`src/design/krt_pkg.sv`:
```
`timescale 1ns / 1ps

package krt_pkg;

  // Field widths of the item channels.
  localparam int unsigned CmdW    = 2;
  localparam int unsigned KeyW    = 64;
  localparam int unsigned HandleW = 16;
  localparam int unsigned StatusW = 2;
  localparam int unsigned UsedW   = 5;

  // Default table capacity.
  localparam int unsigned MaxEntriesDefault = 16;

  // Command codes.
  typedef enum logic [CmdW-1:0] {
    CMD_LOOKUP = 2'd0,
    CMD_INSERT = 2'd1,
    CMD_REMOVE = 2'd2
  } cmd_e;

  // Result status codes.
  typedef enum logic [StatusW-1:0] {
    ST_OK        = 2'd0,
    ST_NOT_FOUND = 2'd1,
    ST_FULL      = 2'd2,
    ST_DUPLICATE = 2'd3
  } status_e;

  // One table slot: the key with its client handle.
  typedef struct packed {
    logic [KeyW-1:0]    key;
    logic [HandleW-1:0] handle;
  } entry_t;

endpackage

```
`src/design/keyed_registration_table_unit.sv`:
```
`timescale 1ns / 1ps

// Keyed registration table: holds up to MAX_ENTRIES unique 64-bit keys, each
// with a 16-bit client handle, packed densely from slot 0 in a table memory
// with one write port and one registered read port. Every accepted item
// carries one command (lookup, insert or remove) and produces exactly one
// result item with a status, the handle that was found or removed (zero
// otherwise) and the entry count after the command. Insert reports a full
// table before it checks for a duplicate key, and remove fills the freed slot
// with the last entry. The search runs through one 64-bit key comparator that
// visits the occupied slots one after another; each slot takes a memory read,
// then a compare of the registered read data. A full table on insert, an empty
// table on lookup or remove and the unused command skip the search. A remove
// that hits below the last slot then reads the last entry and writes it into
// the freed slot, an insert of a new key appends it, and the result waits in
// the result register until it is taken. The input stall is high from
// acceptance until the result item has been taken. Reset empties the table at
// once; no clearing pass is needed because only slots below the entry count are ever used.
module keyed_registration_table_unit
  import krt_pkg::*;
#(
  parameter int unsigned MAX_ENTRIES = MaxEntriesDefault
) (
  input  logic               clk_i,
  input  logic               rst_ni,
  // Request channel.
  input  logic               in_valid_i,
  output logic               in_stall_o,
  input  logic [CmdW-1:0]    command_i,
  input  logic [KeyW-1:0]    key_i,
  input  logic [HandleW-1:0] handle_i,
  // Result channel.
  output logic               out_valid_o,
  input  logic               out_stall_i,
  output logic [StatusW-1:0] status_o,
  output logic [HandleW-1:0] found_handle_o,
  output logic [UsedW-1:0]   entries_used_o
);

  // Slot index and count widths follow from the capacity.
  localparam int unsigned IdxW = (MAX_ENTRIES > 1) ? $clog2(MAX_ENTRIES) : 1;
  localparam int unsigned CntW = $clog2(MAX_ENTRIES + 1);
  localparam logic [CntW-1:0] CntMax = CntW'(MAX_ENTRIES);

  // Sequencer states.
  localparam logic [2:0] S_IDLE    = 3'd0;
  localparam logic [2:0] S_READ    = 3'd1;
  localparam logic [2:0] S_CMP     = 3'd2;
  localparam logic [2:0] S_MOVE_RD = 3'd3;
  localparam logic [2:0] S_MOVE_WR = 3'd4;
  localparam logic [2:0] S_APPEND  = 3'd5;
  localparam logic [2:0] S_OUT     = 3'd6;

  logic [2:0]         state_q, state_d;
  logic [CntW-1:0]    count_q, count_d;
  logic [IdxW-1:0]    idx_q, idx_d;
  logic [CmdW-1:0]    cmd_q, cmd_d;
  logic [KeyW-1:0]    key_q, key_d;
  logic [HandleW-1:0] handle_q, handle_d;
  logic [StatusW-1:0] status_q, status_d;
  logic [HandleW-1:0] found_q, found_d;

  // Table memory: one write port and one registered read port.
  entry_t          mem_q [MAX_ENTRIES];
  entry_t          rd_data_q;
  logic [IdxW-1:0] rd_addr;
  logic            wr_en;
  logic [IdxW-1:0] wr_addr;
  entry_t          wr_data;

  logic            in_accept;
  logic [CntW-1:0] last_slot;
  logic            at_last;
  logic            key_hit;

  assign in_accept = in_valid_i && !in_stall_o;
  assign in_stall_o = (state_q != S_IDLE);

  // Slot of the last occupied entry; only meaningful while the table is not empty.
  assign last_slot = count_q - CntW'(1);
  assign at_last   = (CntW'(idx_q) == last_slot);

  // The one shared comparator: stored key of the slot just read against the request.
  assign key_hit = (rd_data_q.key == key_q);

  always_ff @(posedge clk_i) begin
    if (wr_en) begin
      mem_q[wr_addr] <= wr_data;
    end
    rd_data_q <= mem_q[rd_addr];
  end

  always_comb begin
    state_d  = state_q;
    count_d  = count_q;
    idx_d    = idx_q;
    cmd_d    = cmd_q;
    key_d    = key_q;
    handle_d = handle_q;
    status_d = status_q;
    found_d  = found_q;
    rd_addr  = idx_q;
    wr_en    = 1'b0;
    wr_addr  = idx_q;
    wr_data  = '{key: key_q, handle: handle_q};

    unique case (state_q)
      S_IDLE: begin
        if (in_accept) begin
          cmd_d    = command_i;
          key_d    = key_i;
          handle_d = handle_i;
          idx_d    = '0;
          status_d = ST_NOT_FOUND;
          found_d  = '0;
          if (command_i == CMD_INSERT && count_q >= CntMax) begin
            // A full table is reported before any duplicate check.
            status_d = ST_FULL;
            state_d  = S_OUT;
          end else if (command_i != CMD_LOOKUP && command_i != CMD_INSERT &&
                       command_i != CMD_REMOVE) begin
            // The unused command changes nothing and answers not found.
            state_d = S_OUT;
          end else if (count_q == '0) begin
            state_d = (command_i == CMD_INSERT) ? S_APPEND : S_OUT;
          end else begin
            state_d = S_READ;
          end
        end
      end

      S_READ: begin
        rd_addr = idx_q;
        state_d = S_CMP;
      end

      S_CMP: begin
        if (key_hit) begin
          unique case (cmd_q)
            CMD_LOOKUP: begin
              status_d = ST_OK;
              found_d  = rd_data_q.handle;
              state_d  = S_OUT;
            end
            CMD_INSERT: begin
              status_d = ST_DUPLICATE;
              state_d  = S_OUT;
            end
            default: begin
              // Remove: the handle goes out, the hole is filled by the last entry.
              status_d = ST_OK;
              found_d  = rd_data_q.handle;
              if (at_last) begin
                count_d = last_slot;
                state_d = S_OUT;
              end else begin
                state_d = S_MOVE_RD;
              end
            end
          endcase
        end else if (at_last) begin
          state_d = (cmd_q == CMD_INSERT) ? S_APPEND : S_OUT;
        end else begin
          idx_d   = idx_q + IdxW'(1);
          state_d = S_READ;
        end
      end

      S_MOVE_RD: begin
        rd_addr = last_slot[IdxW-1:0];
        state_d = S_MOVE_WR;
      end

      S_MOVE_WR: begin
        wr_en   = 1'b1;
        wr_addr = idx_q;
        wr_data = rd_data_q;
        count_d = last_slot;
        state_d = S_OUT;
      end

      S_APPEND: begin
        wr_en    = 1'b1;
        wr_addr  = count_q[IdxW-1:0];
        count_d  = count_q + CntW'(1);
        status_d = ST_OK;
        state_d  = S_OUT;
      end

      S_OUT: begin
        if (!out_stall_i) begin
          state_d = S_IDLE;
        end
      end

      default: begin
        state_d = S_IDLE;
      end
    endcase
  end

  always_ff @(posedge clk_i or negedge rst_ni) begin
    if (!rst_ni) begin
      state_q <= S_IDLE;
      count_q <= '0;
    end else begin
      state_q <= state_d;
      count_q <= count_d;
    end
  end

  always_ff @(posedge clk_i) begin
    idx_q    <= idx_d;
    cmd_q    <= cmd_d;
    key_q    <= key_d;
    handle_q <= handle_d;
    status_q <= status_d;
    found_q  <= found_d;
  end

  assign out_valid_o    = (state_q == S_OUT);
  assign status_o       = status_q;
  assign found_handle_o = found_q;
  assign entries_used_o = UsedW'(count_q);

endmodule

```
`config.mk`:
```
export PLATFORM = sky130hd
export DESIGN_NAME = keyed_registration_table_unit
export DESIGN_NICKNAME = d
export VERILOG_FILES = /design/src/design/krt_pkg.sv /design/src/design/keyed_registration_table_unit.sv
export SDC_FILE = /design/constraint.sdc
export NUM_CORES = 2
export LEC_CHECK = 0
export BUFFER_PORTS_ARGS = -buffer_cell sky130_fd_sc_hd__buf_2
export CAP_MARGIN = 10
export CORE_MARGIN = 5
export CORE_UTILIZATION = 35
export CTS_BUF_LIST = sky130_fd_sc_hd__clkbuf_8 sky130_fd_sc_hd__clkbuf_16
export DETAILED_ROUTE_END_ITERATION = 16
export HOLD_SLACK_MARGIN = 0.02
export PLACE_DENSITY = 0.63
export SLEW_MARGIN = 20
export SYNTH_ARGS = -nofsm -noshare
export SYNTH_HDL_FRONTEND = slang
export SYNTH_SLANG_ARGS = --single-unit
```
`constraint.sdc`:
```
create_clock -name clk_i -period 5.2 [get_ports clk_i]
set_input_delay 1.3 -clock clk_i [delete_from_list [all_inputs] [get_ports clk_i]]
set_output_delay 1.3 -clock clk_i [all_outputs]
set_load 0.02 [all_outputs]
```
==> run metrics <==
Setup Skew 0.0348 ns; GP Congestion 0.744; syn_area_per_cell 22.2 um2; final max-slew violation count 0; Pwr Density 585 nW/um2; Leakage Power 20.5 nW; Setup Crit Path Kind reg -> out; Slew @ Worst Pin 1.03 ns; final setup violation count 0; Hold-fix buffers, CTS 0; Final Hold Vio Count 0; post-route cell area 63800 um2; post_cts resized 0; most frequent cells in the layout 1384 x edfxtp_1, 320 x mux4_2, 161 x a22oi_1, 153 x clkbuf_16, 110 x buf_2; R2R depth 5; Post-synth EDFFs 1384; Setup crit start kind register; Post-route DRC 0; ys async rst share 0.543%; post-synthesis sequential area ratio 78.3%; largest net degree at the start of global routing 81; R2R Setup Slk 1.66 ns; Clock Path Buffers 3; max_cap viols 0; Layout area overhead 15.1%; initial DRC count 2638; status finished clean; Routed Antenna Nets 0; worst-path cell chain or2_2, nor2_1, inv_1, buf_2; YS warnings 0; Fillers 13791; initial antenna violation count 20; core area 158000 um2; drt pass-1 iters 7; CP arrival 2.26 ns; Vias 25855; max incr delay on CP 0.64 ns; capture point of the worst reg-to-reg path mem_q[4][24]$_DFFE_PP_; R2R Path Start state_q[0]$_DFFE_PN0P_; # nets final 2784; crit-path max FO 21; first-pass GRT wire length 187000 um; CTS tree yes; Port Buffers 110; Primary FF master, synth edfxtp_1; cell family with most CP delay flip-flops; Rel. slew slack 31.3%; htree depth 4; detailed placement HPWL 65300 um; worst hold path class in -> async; Seq cells post-synth 1472; Initial Util 35.1%; Fin Setup TNS 0 ns; area of the multi-input gates 11500 um2; Root Buffer Master clkbuf_16; number of global-route vias before repair 26475; Fin Hold WS 0.383 ns; TritonCTS Buffers 148; wire per inst 26.2 um; Die H 408 um; Cells after Synth 2495; total track usage 15.2%; share of layout cells above drive strength 1 29.4%; RSZ-0062 raised after global routing false; register area 43400 um2; Clk Latency, worst-skew pair 0.77 ns; CP bufs+invs 2; commonest non-fill, non-tap cell in the layout edfxtp_1; DIE AREA 166000 um2; Final min period 3.56 ns; Clk pin slew, worst setup/hold paths 0.06 ns; boundary pin count 111; worst path required time 3.90 ns; Syn Nets 2584; vias per cell 5.27; crit share post-route 68.5%; synthesized area 55400 um2; GRT overflow 0; setup bufs post-CTS 0; crit path max-delay cell type dfrtp_1; total wire length 128000 um; CP endpoint kind output port; pre-CTS WS 1.76 ns; Row Count 146; Yosys cell types 54; fmax 281 MHz; Util after Layout 40.4%; die width 408 um; final setup margin 1.64 ns; CTS Sinks 1472; VDD IR max 453 uV; DP Area 58900 um2
## worst reg2reg max path, stage by stage (launching register included)
cell      delay [ns]
dfrtp_1         0.79
nand3b_1        0.55
nor3_1          0.30
a31oi_1         0.21
nor2_4          0.88
buf_12          0.40
## cell type report
cell class	instances	share of cell area [%]
multi-input combinational	888	18.0
inverter	9	0.0530
antenna	10	0.0393
clock buffer	159	6.14
timing repair buffer	176	2.21
sequential	1472	68.0
clock inverter	116	1.45
tap	2072	4.07
## synthesized netlist by cell type (all sizes together) (4+ instances only)
| cell type | count | area (um2) |
|---|---|---|
| edfxtp | 1384 | 41600 |
| clkbuf | 40 | 150 |
| and3 | 20 | 125 |
| a21oi | 9 | 56.3 |
| inv | 9 | 33.8 |
| nor3b | 5 | 42.5 |
| dfxtp | 80 | 1600 |
| a31oi | 4 | 25.0 |
| xnor2 | 11 | 96.3 |
| dfrtp | 8 | 200 |
| o21ai | 13 | 65.1 |
| nor3 | 10 | 55.1 |
| nor2 | 35 | 134 |
| xor2 | 66 | 578 |
| mux2 | 80 | 901 |
| buf | 86 | 533 |
| nand4 | 4 | 25.0 |
| nand2 | 94 | 353 |
| a22oi | 161 | 1210 |
| mux4 | 320 | 7210 |
| nor4 | 17 | 106 |
## per-stage QoR
step,cells,total power [mW]
finish,4902,37.3
global route,4892,39.0
CTS,4892,37.7
detailed placement,4617,27.1
global placement,4617,26.9
floorplan,2495,23.9
## registers in the layout, summed over array words and instances (netlist names), 3 cells and up
signal and flops:
mem_q 1280, rd_data_q 80, key_q 64, found_handle_o 16, handle_q 16, entries_used_o 5, idx_q 4, state_q 3
## cell families after synthesis
| family | Yosys count | share of synthesized area [%] |
|---|---|---|
| DFF | 1472 | 78.3 |
| muxes | 400 | 14.6 |
| AOI/OAI and AO/OA | 207 | 2.74 |
| and+or+nand+nor | 200 | 1.71 |
| buffers and inverters | 135 | 1.29 |
| xor gates and xnor gates | 78 | 1.26 |
| adders and majority gates | 3 | 0.0678 |
## power by group
part | switching [mW] | internal (mW)
logic | 6.15 | 3.91
registers | 0.614 | 16.1
clock network | 4.49 | 6.09
## per-layer routing
metal,global-route usage [%],wire (um),vias up
li1,-,-,10893
met5,0.402,101,-
met3,3.32,9650,172
met2,23.8,60200,930
met1,21.9,56100,13852
met4,3.77,2320,8
## worst max path at each step
stage                                start                     end  slack [ns]  cells after the start
global route        state_q[0]$_DFFE_PN0P_  mem_q[4][73]$_DFFE_PP_        1.43                      5
CTS                 state_q[0]$_DFFE_PN0P_              in_stall_o        1.57                      4
detailed placement  state_q[0]$_DFFE_PN0P_  mem_q[4][66]$_DFFE_PP_        1.76                      5
global placement    state_q[0]$_DFFE_PN0P_  mem_q[4][66]$_DFFE_PP_        1.81                      5
finish              state_q[0]$_DFFE_PN0P_              in_stall_o        1.64                      4
floorplan           state_q[1]$_DFFE_PN0P_   mem_q[3][0]$_DFFE_PP_       -0.02                      5
Note: power is estimated with default switching activity, not from simulation.
